## src/rtl/core/ofa_pkg.sv

```systemverilog
// Shared widths and fixed filter constants for the oversampling moving-average filter.
package ofa_pkg;

  // Field widths
  localparam int SAMPLE_W = 10;
  localparam int OUT_W    = 12;
  localparam int FIXED_W  = 22;

  // Oversampled value is the group sum shifted down by this many bits
  localparam int OVS_SHIFT = 2;

  // Moving average: fraction bits and alpha = 1/DECAY_DENOMINATOR (power of two)
  localparam int FRACTION_BITS     = 10;
  localparam int DECAY_DENOMINATOR = 32;
  localparam int DECAY_SHIFT       = $clog2(DECAY_DENOMINATOR);

  // Width of the update sum before the divide by the decay denominator
  localparam int EMA_W = FIXED_W + DECAY_SHIFT + 2;

  // Saturation limits
  localparam logic [OUT_W-1:0]   OUT_MAX   = '1;
  localparam logic [FIXED_W-1:0] FIXED_MAX = '1;

  // Transfer bus widths, whole bytes
  localparam int IN_DATA_W  = ((SAMPLE_W + 7) / 8) * 8;
  localparam int OUT_DATA_W = ((2 * OUT_W + FIXED_W + 7) / 8) * 8;

endpackage

```

## src/rtl/core/ofa_accum.sv

```systemverilog
// Group accumulator: sums samples and emits the decimated value at each group end.
module ofa_accum #(
  parameter int GROUP_SIZE = 16
) (
  input  logic                          clk,
  input  logic                          rst_n,
  input  logic                          smp_valid,
  output logic                          smp_ready,
  input  logic [ofa_pkg::SAMPLE_W-1:0]  smp,
  output logic                          ovs_valid,
  input  logic                          ovs_ready,
  output logic [ofa_pkg::OUT_W-1:0]     ovs
);
  import ofa_pkg::*;

  localparam int ACC_W = $clog2(GROUP_SIZE * ((1 << SAMPLE_W) - 1) + 1);
  localparam int CNT_W = $clog2(GROUP_SIZE);

  logic [ACC_W-1:0] sum_r, sum_nxt;
  logic [CNT_W-1:0] cnt_r, cnt_nxt;
  logic [OUT_W-1:0] ovs_r, ovs_nxt;
  logic             ovs_valid_r, ovs_valid_nxt;
  logic             acc;
  logic             last;
  logic [ACC_W-1:0] total;
  logic [ACC_W-1:0] quot;

  // Take a sample whenever the result register is free or being drained
  assign smp_ready = !ovs_valid_r || ovs_ready;
  assign acc       = smp_valid && smp_ready;
  assign last      = (cnt_r == CNT_W'(GROUP_SIZE - 1));

  // Add the sample and decimate with saturation
  always_comb begin
    total   = sum_r + ACC_W'(smp);
    quot    = total >> OVS_SHIFT;
    ovs_nxt = (quot > ACC_W'(OUT_MAX)) ? OUT_MAX : OUT_W'(quot);
  end

  // Advance the count, clear at group end
  always_comb begin
    sum_nxt       = sum_r;
    cnt_nxt       = cnt_r;
    ovs_valid_nxt = ovs_valid_r && !ovs_ready;
    if (acc) begin
      if (last) begin
        sum_nxt       = '0;
        cnt_nxt       = '0;
        ovs_valid_nxt = 1'b1;
      end else begin
        sum_nxt = total;
        cnt_nxt = cnt_r + 1'b1;
      end
    end
  end

  always_ff @(posedge clk) begin
    if (!rst_n) begin
      sum_r       <= '0;
      cnt_r       <= '0;
      ovs_valid_r <= 1'b0;
    end else begin
      sum_r       <= sum_nxt;
      cnt_r       <= cnt_nxt;
      ovs_valid_r <= ovs_valid_nxt;
    end
  end

  // Hold the decimated value until transferred
  always_ff @(posedge clk) begin
    if (acc && last) begin
      ovs_r <= ovs_nxt;
    end
  end

  assign ovs_valid = ovs_valid_r;
  assign ovs       = ovs_r;

  a_cnt_range: assert property (@(posedge clk) disable iff (!rst_n)
    cnt_r <= CNT_W'(GROUP_SIZE - 1))
    else $error("group count beyond group size");

  a_group_clear: assert property (@(posedge clk) disable iff (!rst_n)
    rst_n && acc && last |=> cnt_r == '0 && sum_r == '0 && ovs_valid_r)
    else $error("group end did not clear accumulator");

  a_cnt_step: assert property (@(posedge clk) disable iff (!rst_n)
    rst_n && acc && !last |=> cnt_r == $past(cnt_r) + 1'b1)
    else $error("group count did not advance");

endmodule

```

## src/rtl/core/ofa_ema.sv

```systemverilog
// Moving-average update stage with registered results.
module ofa_ema (
  input  logic                          clk,
  input  logic                          rst_n,
  input  logic                          ovs_valid,
  output logic                          ovs_ready,
  input  logic [ofa_pkg::OUT_W-1:0]     ovs,
  output logic                          res_valid,
  input  logic                          res_ready,
  output logic [ofa_pkg::OUT_W-1:0]     res_ovs,
  output logic [ofa_pkg::OUT_W-1:0]     res_filt,
  output logic [ofa_pkg::FIXED_W-1:0]   res_fixed
);
  import ofa_pkg::*;

  localparam logic [FIXED_W:0] HALF     = (FIXED_W + 1)'((1 << FRACTION_BITS) >> 1);
  localparam logic [EMA_W-1:0] ROUND_IN = EMA_W'(DECAY_DENOMINATOR / 2);

  logic [FIXED_W-1:0] avg_r, avg_nxt;
  logic [FIXED_W-1:0] fixed_r;
  logic [OUT_W-1:0]   ovs_r, filt_r, filt_nxt;
  logic               res_valid_r;
  logic               acc;
  logic [EMA_W-1:0]   upd;
  logic [EMA_W-1:0]   quot;
  logic [FIXED_W:0]   rnd;
  logic [FIXED_W:0]   fval;

  assign ovs_ready = !res_valid_r || res_ready;
  assign acc       = ovs_valid && ovs_ready;

  // avg' = (ovs << F + avg * (D-1) + D/2) / D, saturated
  always_comb begin
    upd = (EMA_W'(ovs) << FRACTION_BITS)
        + ((EMA_W'(avg_r) << DECAY_SHIFT) - EMA_W'(avg_r))
        + ROUND_IN;
    quot    = upd >> DECAY_SHIFT;
    avg_nxt = (quot > EMA_W'(FIXED_MAX)) ? FIXED_MAX : FIXED_W'(quot);
  end

  // Round half up to an integer and saturate
  always_comb begin
    rnd      = {1'b0, avg_nxt} + HALF;
    fval     = rnd >> FRACTION_BITS;
    filt_nxt = (fval > (FIXED_W + 1)'(OUT_MAX)) ? OUT_MAX : OUT_W'(fval);
  end

  always_ff @(posedge clk) begin
    if (!rst_n) begin
      avg_r       <= '0;
      res_valid_r <= 1'b0;
    end else begin
      if (acc) begin
        avg_r <= avg_nxt;
      end
      res_valid_r <= acc || (res_valid_r && !res_ready);
    end
  end

  // Hold the result until transferred
  always_ff @(posedge clk) begin
    if (acc) begin
      ovs_r   <= ovs;
      filt_r  <= filt_nxt;
      fixed_r <= avg_nxt;
    end
  end

  assign res_valid = res_valid_r;
  assign res_ovs   = ovs_r;
  assign res_filt  = filt_r;
  assign res_fixed = fixed_r;

  a_state_match: assert property (@(posedge clk) disable iff (!rst_n)
    res_valid_r |-> fixed_r == avg_r)
    else $error("result disagrees with average state");

  a_load: assert property (@(posedge clk) disable iff (!rst_n)
    rst_n && acc |=> res_valid_r)
    else $error("accepted value gave no result");

  a_state_hold: assert property (@(posedge clk) disable iff (!rst_n)
    rst_n && !acc |=> $stable(avg_r))
    else $error("average changed without a transfer");

endmodule

```

## src/rtl/core/oversample_ema_filter_top.sv

```systemverilog
// Top level: 10-bit samples in, decimated and moving-average results out.
// A result is registered after the sample that completes a group, first in the
// accumulator result register, then in the average result register.
// Throughput: one sample per cycle unless out_tready holds the result path back;
// one result per GROUP_SIZE samples.
// Reset (rst_n low, synchronous) clears the group sum, count, average and valids.
module oversample_ema_filter_top #(
  parameter int GROUP_SIZE = 16
) (
  input  logic                              clk,
  input  logic                              rst_n,
  input  logic                              in_tvalid,
  output logic                              in_tready,
  input  logic [ofa_pkg::IN_DATA_W-1:0]     in_tdata,  // [9:0] sample
  output logic                              out_tvalid,
  input  logic                              out_tready,
  // [11:0] oversampled_value, [23:12] filtered_value, [45:24] filtered_fixed
  output logic [ofa_pkg::OUT_DATA_W-1:0]    out_tdata
);
  import ofa_pkg::*;

  logic               ovs_valid;
  logic               ovs_ready;
  logic [OUT_W-1:0]   ovs;
  logic [OUT_W-1:0]   res_ovs;
  logic [OUT_W-1:0]   res_filt;
  logic [FIXED_W-1:0] res_fixed;

  // Accumulate and decimate
  ofa_accum #(
    .GROUP_SIZE (GROUP_SIZE)
  ) u_accum (
    .clk       (clk),
    .rst_n     (rst_n),
    .smp_valid (in_tvalid),
    .smp_ready (in_tready),
    .smp       (in_tdata[SAMPLE_W-1:0]),
    .ovs_valid (ovs_valid),
    .ovs_ready (ovs_ready),
    .ovs       (ovs)
  );

  // Update the moving average
  ofa_ema u_ema (
    .clk       (clk),
    .rst_n     (rst_n),
    .ovs_valid (ovs_valid),
    .ovs_ready (ovs_ready),
    .ovs       (ovs),
    .res_valid (out_tvalid),
    .res_ready (out_tready),
    .res_ovs   (res_ovs),
    .res_filt  (res_filt),
    .res_fixed (res_fixed)
  );

  // Pack result fields from the lowest bit up, zero pad
  assign out_tdata = OUT_DATA_W'({res_fixed, res_filt, res_ovs});

endmodule
```

## config.mk

```make
export PLATFORM = sky130hd
export DESIGN_NAME = oversample_ema_filter_top
export DESIGN_NICKNAME = d
export VERILOG_FILES = /design/src/rtl/core/ofa_pkg.sv /design/src/rtl/core/ofa_accum.sv /design/src/rtl/core/ofa_ema.sv /design/src/rtl/core/oversample_ema_filter_top.sv
export SDC_FILE = /design/constraint.sdc
export NUM_CORES = 1
export LEC_CHECK = 0
export BUFFER_PORTS_ARGS = -buffer_cell sky130_fd_sc_hd__buf_2
export CELL_PAD_IN_SITES_DETAIL_PLACEMENT = 2
export CELL_PAD_IN_SITES_GLOBAL_PLACEMENT = 2
export CORE_AREA = 5 5 137 139
export CTS_CLUSTER_SIZE = 14
export DETAILED_ROUTE_END_ITERATION = 8
export DIE_AREA = 0 0 142 144
export PLACE_DENSITY = 0.9
export SYNTH_ARGS = -nofsm -noshare
export SYNTH_HDL_FRONTEND = slang
export SYNTH_SLANG_ARGS = --single-unit
```

## constraint.sdc

```tcl
create_clock -name clk -period 7.4 [get_ports clk]
set_input_delay 1.11 -clock clk [delete_from_list [all_inputs] [get_ports clk]]
set_output_delay 1.11 -clock clk [all_outputs]
set_load 0.02 [all_outputs]
```

# ---- After elaboration in Yosys (flattened, before gate mapping)
# Index checks and enable logic that the tools add are counted.
dict set report word_totals {
  regBits 100
  input_bits 20
  output_inout_bits 50
  word_cells 36
}
dict set report op_classes {
  n_addsub 6
  n_lt_le_gt_ge 3
  eq_ne 1
  mux 5
  n_reduce_logical 12
}
# op count
set op_table {}
lappend op_table {{$add 22x29->29} 1}
lappend op_table {{$add 29x5->29 const B} 1}
lappend op_table {{$sub 27x22->28} 1}
lappend op_table {{$gt 24x22->1 const B} 1}
lappend op_table {{$add 22x10->23 const B} 1}
lappend op_table {{$mux 22} 1}
lappend op_table {{$add 14x10->14} 1}
lappend op_table {{$mux 14} 1}
lappend op_table {{$gt 13x12->1 const B} 1}
lappend op_table {{$gt 12x12->1 const B} 1}
lappend op_table {{$logic_and 1x1->1} 5}
lappend op_table {{$add 4x1->4 const B} 1}
lappend op_table {{$eq 4x4->1 const B} 1}
lappend op_table {{$logic_not 1->1} 4}
lappend op_table {{$mux 4} 1}
lappend op_table {{$logic_or 1x1->1} 3}
lappend op_table {{$mux 1} 2}

# ---- Logic depth before layout (Yosys ltp)
# Gate-level depths: netlist (run 1).
dict set report depth {
  word_depth 7
  ltp_mapped 29
  mapped_depth_nobuf 26
}

# ---- Hierarchy
# From an unflattened synthesis (run 1), not the netlist that was laid out.
dict set report unflattened {
  hier_cells 718
  hier_area_um2 6630.1
}
# mod n_inst cells_per_inst area_per_inst_um2 seq_area_each_um2
set by_module_without_submodules {}
lappend by_module_without_submodules {ofa_ema 1 542 4865.9 1841.8}
lappend by_module_without_submodules {ofa_accum 1 173 1745.4 740.7}
lappend by_module_without_submodules {oversample_ema_filter_top 1 3 18.8 0.0}

# ---- Least setup slack after synthesis (run 1)
# No wires, ideal clock.
dict set report synth_timing {
  path_type {flip-flop to flip-flop}
  from {reg u_ema.avg_r[6]}
  to {reg u_ema.filt_r[7], in the netlist u_ema.res_filt[7] (data pin)}
  setup_ns 0.273
  t_arrival_ns 5.314
  t_required_ns 7.127
  slack_ns 1.813
  stages_incl_launch_ff 28
  n_path_buf 4
  period_less_slack_ns 5.587
  cell_sequence {dfxtp_1 -> inv_1 -> ha_1 -> a21oi_1 -> o211ai_1 -> a2111o_1 -> a21o_1 -> a21oi_1 -> o21bai_1 -> a21oi_1 -> xnor2_1 -> ha_1 -> clkbuf_1 -> nor2_1 -> a211oi_1 -> o41ai_1 -> o21ai_0 -> o31ai_2 -> nor4_2 -> or2_1 -> buf_2 -> buf_2 -> nand2_1 -> ha_1 -> clkbuf_1 -> nand2b_1 -> a21oi_1 -> o21ai_1}
}
dict set report synth_via {
  elab_chain_cells 7
}
# element line
set synth_rtl {}
lappend synth_rtl {{start, declared} ofa_ema.sv:19} ;# logic [FIXED_W-1:0] avg_r, avg_nxt;
lappend synth_rtl {{start signal, assigned} ofa_ema.sv:54} ;# avg_r <= avg_nxt;
lappend synth_rtl {{$sub 27x22->28 *} ofa_ema.sv:35} ;# + ((EMA_W'(avg_r) << DECAY_SHIFT) - EMA_W'(avg_r))
lappend synth_rtl {{$add 22x29->29 *} ofa_ema.sv:35}
lappend synth_rtl {{$add 29x5->29 *} ofa_ema.sv:36} ;# + ROUND_IN;
lappend synth_rtl {{$gt 24x22->1} ofa_ema.sv:38} ;# avg_nxt = (quot > EMA_W'(FIXED_MAX)) ? FIXED_MAX : FIXED_W'(quot);
lappend synth_rtl {{$mux 22 *} ofa_ema.sv:38}
lappend synth_rtl {{named net u_ema.avg_nxt[9]} ofa_ema.sv:19}
lappend synth_rtl {{$add 22x10->23 *} ofa_ema.sv:43} ;# rnd = {1'b0, avg_nxt} + HALF;
lappend synth_rtl {{$gt 13x12->1} ofa_ema.sv:45} ;# filt_nxt = (fval > (FIXED_W + 1)'(OUT_MAX)) ? OUT_MAX : OUT_W'(fval);
lappend synth_rtl {{end signal, assigned} ofa_ema.sv:64} ;# filt_r <= filt_nxt;
lappend synth_rtl {{end, declared} ofa_ema.sv:21} ;# logic [OUT_W-1:0] ovs_r, filt_r, filt_nxt;
# Mark *: on every way through the listed nets, which the timed path passes. The rest lies on a longest branch.
# A chain may end at the register's enable or synchronous reset.

# ---- Final worst setup path (run 1)
dict set report layout_timing {
  from {reg u_ema.avg_r[6]}
  to {reg u_ema.filt_r[11], in the netlist u_ema.res_filt[11] (data pin)}
}
# Same word-level chain as after synthesis.

==> impl_metrics.csv, run 1 <==
group,metric,value,unit
placement,dp_hpwl,15000,um
final_layout,fillers,1957,
timing,timing.final.crit_share,92.2,%
placement,gp_congestion,0.833,
yosys,synth_top_family_by_area,"compound AO/OA/AOI/OAI gates",
cts,cts_sinks,100,
final_layout,final_util,40.7,%
grt,gr-usage-all-layers,19.2,%
cts,ctsLongestPathBuffers,2,
run_status,outcome,"finished clean",
route,wirelength,19200,um
yosys,synth_cell_types,71,
power_and_ir_drop,powerDensity,170,mW/mm2
final_layout,final_cell_mix,"66 x nor2_1, 61 x buf_2, 58 x edfxtp_1",
cts,h-tree-depth,3,
timing,setup_viol,0,
power_and_ir_drop,ir_drop,0.125,mV
critical_path,path_max_fanout,12,
power_and_ir_drop,power,1.21,mW
yosys,synthMuxAreaShare,1.14,%
cts,tritoncts,"yes",
power_and_ir_drop,power.leakage,2.88,nW
yosys,yosysTopAreaCell,"edfxtp_1",
route,drc,0,
grt,grt_overflow,0,
timing,rsz0062_at_grt,"no",
die,coreArea,0.0175,mm2
placement,io_buffers,61,
final_layout,final_common_cell,"nor2_1",
route,dr_total_vias,5350,
route,drt_iter0_markers,287,
timing,fin_tns_setup,0,ns
die,dieArea,0.0204,mm2
worst_hold_path,min_path_type,"reg -> reg",
cts,ctsResizeCount,0,
final_layout,multi_input_area,0.00345,mm2
yosys,syn_inst,674,
yosys,synth_compound_area_share,18.9,%
critical_path,critPathKind,"reg -> reg",
cts,cts_buffers,9,
cts,cts-root-buf,"clkbuf_16",
yosys,synth_top_area_share,27.8,%
run,cap_violations,0,
timing,report.final.slew_viol_count,0,
die,num_rows,49,
die,fp.dieH,144,um
cts,path_clk_slew,0.07,ns
timing,period_needed,6.82,ns
grt,grt_first_pass_wirelength,31200,um
timing,whs,0.471,ns
placement,dpl_cell_area,0.00681,mm2
route,via_per_inst,5.56,
yosys,seq_area_frac_synth,41.2,%
yosys,synth_simple_gate_area_share,18.6,%
cts,post_cts_buffers,0,
cts,holdBufCountCts,0,
yosys,synth-edff-count,58,
timing,hold_viol,0,
yosys,synthXorXnorAreaFrac,7.08,%
grt,antenna_found_initial,0,
grt,grt_start_max_net_pins,43,
yosys,netlist_top_cells_area,"edfxtp_1 28%, dfxtp_1 13%, ha_1 8.8%, xnor2_1 4.5%, a21oi_1 4.0%",
die,initial_core_util,35.8,%
yosys,async_flop_share,0,%
yosys,synth_area,0.00627,mm2
yosys,syn_area_per_cell,9.31,um2
yosys,yosysWarnings,0,
final_layout,fin_nets,794,
timing,timing.slew.headroom,50.2,%
final_layout,seq_area,0.00258,mm2
critical_path,crit_required,7.52,ns
grt,grt_pass1_vias,6027,
route,wire_per_inst,19.9,um
yosys,synthAdderAreaFrac,9.09,%
yosys,synth_ff_type,"edfxtp_1",
die,ios,70,
route,firstDrtPassIters,4,
critical_path,start_kind,"flip-flop",
critical_path,cp_data_arrival_time,6.94,ns
timing,worst_slew_pin_slew,0.744,ns
critical_path,endpoint_kind,"flip-flop",
route,antenna_left,0,
timing,finalClockSkew,0.00724,ns
die,die_x,142,um
final_layout,antenna_cells,0,
timing,max_freq,147,MHz
cts,clk_latency,0.37,ns
final_layout,fin_area,0.00714,mm2
yosys,ys_ff_latch,100,
final_layout,drive_above_1_share,14.4,%
final_layout,area_delta_synth_final,13.7,%
## metal layers
layer	up-vias	track usage, %	part of all wire, %
li1	2566	-	-
met1	2675	22.7	43
met2	90	35.7	52
met3	19	3.64	3.1
met4	0	5.05	1.3
met5	-	0	0
## cell usage after synthesis, types with 7 or more instances
| cell | instances |
|---|---|
| nor3_1 | 18 |
| a22oi_1 | 8 |
| edfxtp_1 | 58 |
| inv_1 | 36 |
| dfxtp_1 | 42 |
| a211oi_1 | 18 |
| xnor2_1 | 32 |
| o21ai_1 | 10 |
| nand3_1 | 22 |
| o21ai_0 | 29 |
| a21o_1 | 10 |
| xor2_1 | 15 |
| o21bai_1 | 9 |
| nand2_1 | 56 |
| or3_1 | 7 |
| a21oi_1 | 50 |
| nand2b_1 | 8 |
| nor2_1 | 66 |
| and2_1 | 7 |
| ha_1 | 44 |
| clkbuf_1 | 16 |
| nand4_1 | 8 |
## critical path, cell delays in order, from the launching register on
cell and delay (ns):
dfxtp_1 0.38, inv_1 0.09, ha_1 0.36, a21oi_1 0.34
o211ai_1 0.20, a2111o_1 0.49, a21o_1 0.22, a21oi_1 0.27
o21bai_1 0.14, a21oi_1 0.25, o21bai_1 0.13, xnor2_1 0.26
ha_1 0.32, nand2_1 0.14, o21ai_0 0.11, a211oi_1 0.31
o21ai_0 0.16, a31oi_2 0.41, nor4_2 0.11, or2_1 0.31
o21ai_0 0.27, ha_1 0.50, nor4b_2 0.46, nand3_1 0.14
o21a_1 0.19
## metrics by stage
step           cells  setup WS, ns
2_1_floorplan    675          1.81
3_3_place_gp     947          1.10
3_5_place_dp     947         0.643
4_1_cts          963         0.625
5_1_grt          963         0.200
6_report         963         0.580
## kinds of logic after synthesis
group | count (synthesis)
adders and majority gates | 45
DFF | 100
and+or+nand+nor | 231
other | 1
buffers and inverters | 61
xor gates and xnor gates | 49
muxes | 7
AOI/OAI and AO/OA | 180
## sequential cells by signal (all words and copies together), names as in the netlist
| name | cells |
|---|---|
| u_accum.ovs_valid | 1 |
| u_ema.res_fixed | 22 |
| u_accum.cnt_r | 4 |
| u_ema.res_valid | 1 |
| u_accum.ovs | 12 |
| u_ema.res_filt | 12 |
| u_accum.sum_r | 14 |
| u_ema.res_ovs | 12 |
| u_ema.avg_r | 22 |
## final timing paths
path,startpoint,to,slack [ns],depth (start not counted)
worst max-delay path,u_ema.avg_r[6],u_ema.res_filt[11],0.58,24
worst min-delay path,u_accum.sum_r[0],u_accum.sum_r[0],0.47,2
worst max register to register,u_ema.avg_r[6],u_ema.res_filt[11],0.58,24
worst min register to register,u_accum.sum_r[0],u_accum.sum_r[0],0.47,2
## power by group
group	switching, mW	total, mW	internal [mW]	leakage [nW]
sequential	0.00648	0.602	0.595	0.869
combinational	0.0507	0.0853	0.0346	1.85
clock	0.218	0.526	0.307	0.156
## area by class of cell
type                    instances  area share (%)
flip-flops and latches        100            36.2
multi-input cells             514            48.4
inverters                      37            1.95
repair buffers                 67            4.91
clock inverters                 5            1.19
well taps                     229            4.01
clock buffers                  11            3.40
Note: power is estimated with default switching activity, not from simulation.
==> run 2: changes to the inputs <==
- ABC_AREA: default -> 1
- CORE_AREA: 5 5 137 139 -> 5 5 142 144
- DIE_AREA: 0 0 142 144 -> 0 0 147 149
- PLACE_DENSITY: 0.9 -> 0.91
==> run 2 against run 1 <==
  * Core utilization decreased by 1.4 points
  * Critical path depth increased by 1
  * Critical path type unchanged
  * Highest routed layer unchanged
  * Clock power decreased by 4.9%
  * Final cell count grew 17%
  * Synthesized area up 3.2%
==> impl_metrics.csv, run 2 <==
group,metric,value,unit
run_status,outcome,"finished clean",
final_layout,final_common_cell,"nand2_1",
cts,cts_buffers,9,
critical_path,reg2reg_depth,25,
placement,io_buffers,61,
yosys,synth_ff_type,"edfxtp_1",
critical_path,worstSetupEndpoint,"u_ema.res_filt[5]",
worst_hold_path,min_path_type,"reg -> reg",
placement,gp_congestion,0.835,
grt,grt_overflow,0,
yosys,syn_area_per_cell,7.78,um2
critical_path,cp_data_arrival_time,6.04,ns
yosys,seq_area_frac_synth,39.9,%
yosys,yosysWarnings,0,
grt,grt_busiest_layer,"met2",
power_and_ir_drop,clock_power_share,42.0,%
die,die_x,147,um
final_layout,fin_cells,1130,
timing,max_freq,168,MHz
yosys,synthAdderAreaFrac,8.82,%
route,firstDrtPassIters,5,
final_layout,seq_area,0.00258,mm2
final_layout,antenna_cells,0,
power_and_ir_drop,power.leakage,3.55,nW
route,drt_iter0_markers,368,
grt,grt_pass1_vias,6920,
yosys,synth_area,0.00647,mm2
critical_path,critPathKind,"reg -> reg",
run,cap_violations,0,
final_layout,fillers,2132,
grt,gr-usage-all-layers,23.1,%
yosys,synth_compound_area_share,12.2,%
power_and_ir_drop,combPwrFrac,7.5,%
cts,post_cts_buffers,0,
yosys,async_flop_share,0,%
yosys,ys_ff_latch,100,
final_layout,area_delta_synth_final,12.7,%
final_layout,fin_nets,956,
critical_path,r2r_start,"u_ema.avg_r[6]",
timing,report.final.slew_viol_count,0,
power_and_ir_drop,p_int,0.898,mW
route,wire_per_inst,22.1,um
yosys,synthMuxAreaShare,0,%
die,dieArea,0.0219,mm2
worst_hold_path,holdCritStartpoint,"u_accum.sum_r[8]",
timing,timing.final.crit_share,80.3,%
critical_path,crit_required,7.50,ns
grt,grt_first_pass_wirelength,39300,um
critical_path,startpoint,"u_ema.avg_r[6]",
yosys,syn_inst,832,
cts,clk_latency,0.36,ns
critical_path,path_max_fanout,35,
cts,ctsResizeCount,0,
yosys,synth_cell_types,43,
final_layout,drive_above_1_share,15.0,%
power_and_ir_drop,power,1.19,mW
timing,rsz0062_at_grt,"no",
critical_path,endpoint_kind,"flip-flop",
power_and_ir_drop,switching_share,24.6,%
yosys,synth-edff-count,58,
timing,fin_tns_setup,0,ns
yosys,yosysMostFrequentCell,"nand2_1",
final_layout,multi_input_area,0.00333,mm2
timing,period_needed,5.94,ns
placement,dp_hpwl,17800,um
timing,finalClockSkew,0.00515,ns
yosys,netlist_top_cells_area,"edfxtp_1 27%, dfxtp_1 13%, nand2_1 12%, ha_1 8.5%, inv_1 6.4%",
cts,tritoncts,"yes",
placement,dp_cells,1114,
grt,antenna_found_initial,0,
cts,cts-root-buf,"clkbuf_16",
yosys,yosysTopAreaCell,"edfxtp_1",
cts,cts_sinks,100,
cts,holdBufCountCts,0,
timing,timing.slew.headroom,15.5,%
route,dr_total_vias,6081,
yosys,synth_top_area_share,26.9,%
grt,use_met1,26.8,%
power_and_ir_drop,pwr-share-seq,50.5,%
critical_path,start_kind,"flip-flop",
die,num_rows,50,
timing,setup_viol,0,
cts,path_clk_slew,0.07,ns
grt,grt_start_max_net_pins,47,
yosys,synth_simple_gate_area_share,24.0,%
yosys,synthTopCellsByCount,"210 x nand2_1, 110 x inv_1, 78 x a21oi_1, 58 x edfxtp_1, 53 x nor2_1",
die,ios,70,
timing,worst_slew_pin_slew,1.26,ns
yosys,synth_top_family_by_area,"simple AND/OR/NAND/NOR gates",
critical_path,reg2reg_to,"u_ema.res_filt[5]",
die,fp.dieH,149,um
route,antenna_left,0,
power_and_ir_drop,power_switching,0.293,mW
cts,h-tree-depth,3,
power_and_ir_drop,ir_drop,0.106,mV
grt,grt_use_met2,42.9,%
grt,use_met3,3.86,%
die,coreArea,0.0186,mm2
power_and_ir_drop,powerDensity,163,mW/mm2
final_layout,final_cell_mix,"210 x nand2_1, 109 x inv_1, 78 x a21oi_1",
cts,ctsLongestPathBuffers,2,
route,wirelength,24900,um
critical_path,rrSetupSlack,1.46,ns
yosys,synthXorXnorAreaFrac,6.36,%
die,initial_core_util,34.8,%
route,via_per_inst,5.38,
route,drc,0,
timing,hold_viol,0,
run 2: cell count changes after synthesis, sizes merged, moves of 9 or more:
cell	before	now
a211oi	18	1
nor3	19	2
inv	36	123
o21ai	40	49
nand2	56	237
a21oi	52	78
nand3	22	40
run 2: per-stage QoR:
step	hold WS [ns]	instance area [um2]	setup slack [ns]	util, %
2_1_floorplan	0.433	6480	3.52	-
6_report	0.480	7300	1.46	39.3
3_5_place_dp	0.456	6990	1.76	37.6
5_1_grt	0.502	7300	1.06	39.3
3_3_place_gp	0.456	6990	2.05	37.6
4_1_cts	0.482	7300	1.48	39.3
run 2: cell type report:
class / count / share of cell area, %
clock buffer: 13 / 3.88
timing repair buffer: 63 / 4.39
inverter: 123 / 6.33
sequential: 100 / 35.4
multi-input combinational: 594 / 45.7
tap: 234 / 4.01
clock inverter: 3 / 0.343
run 2: routing by layer:
metal | share of wire [%] | vias to the layer above
met5 | 0 | -
met4 | 2.9 | 0
met3 | 3.6 | 49
met2 | 53 | 140
met1 | 41 | 3061
li1 | - | 2831
run 2: worst min path at each step:
stage,to,slack [ns],depth (start not counted)
finish,u_accum.sum_r[8],0.48,2
global route,u_accum.sum_r[5],0.50,2
CTS,u_accum.sum_r[0],0.48,2
detailed placement,u_ema.res_ovs[7],0.46,0
global placement,u_accum.sum_r[8],0.46,2
floorplan,u_ema.res_ovs[0],0.43,0
run 2: logic make-up after synthesis:
logic type | count (synthesis)
compound gates | 145
flops | 100
xor+xnor | 47
other cells | 1
simple gates | 355
fa+ha+maj | 45
buf+inv | 139
run 2: power by group through the flow:
stage	clock, mW	combinational, mW	sequential [mW]
global placement	0	0.0726	0.613
finish	0.500	0.0891	0.601
floorplan	0	0.0588	0.612
global route	0.537	0.0974	0.602
detailed placement	0	0.0821	0.614
CTS	0.509	0.0886	0.601
run 2: critical path: stages, from the launching register on:
cell      delay [ns]
dfxtp_1         0.38
inv_1           0.07
ha_1            0.36
nand2_2         0.12
nor2_1          0.05
nor2_1          0.14
nand2_1         0.09
nand3_1         0.08
nand2_1         0.08
a311oi_1        0.46
xnor2_1         0.25
ha_1            0.42
nand2_1         0.16
nor4_1          0.43
nand2_1         0.16
nand2_2         0.11
nand2_1         0.10
nand2_2         0.11
nand2_2         0.08
o21ai_4         0.77
nand2_1         0.42
ha_1            0.35
inv_1           0.13
nor2_1          0.10
xnor2_1         0.16
nand2_1         0.10
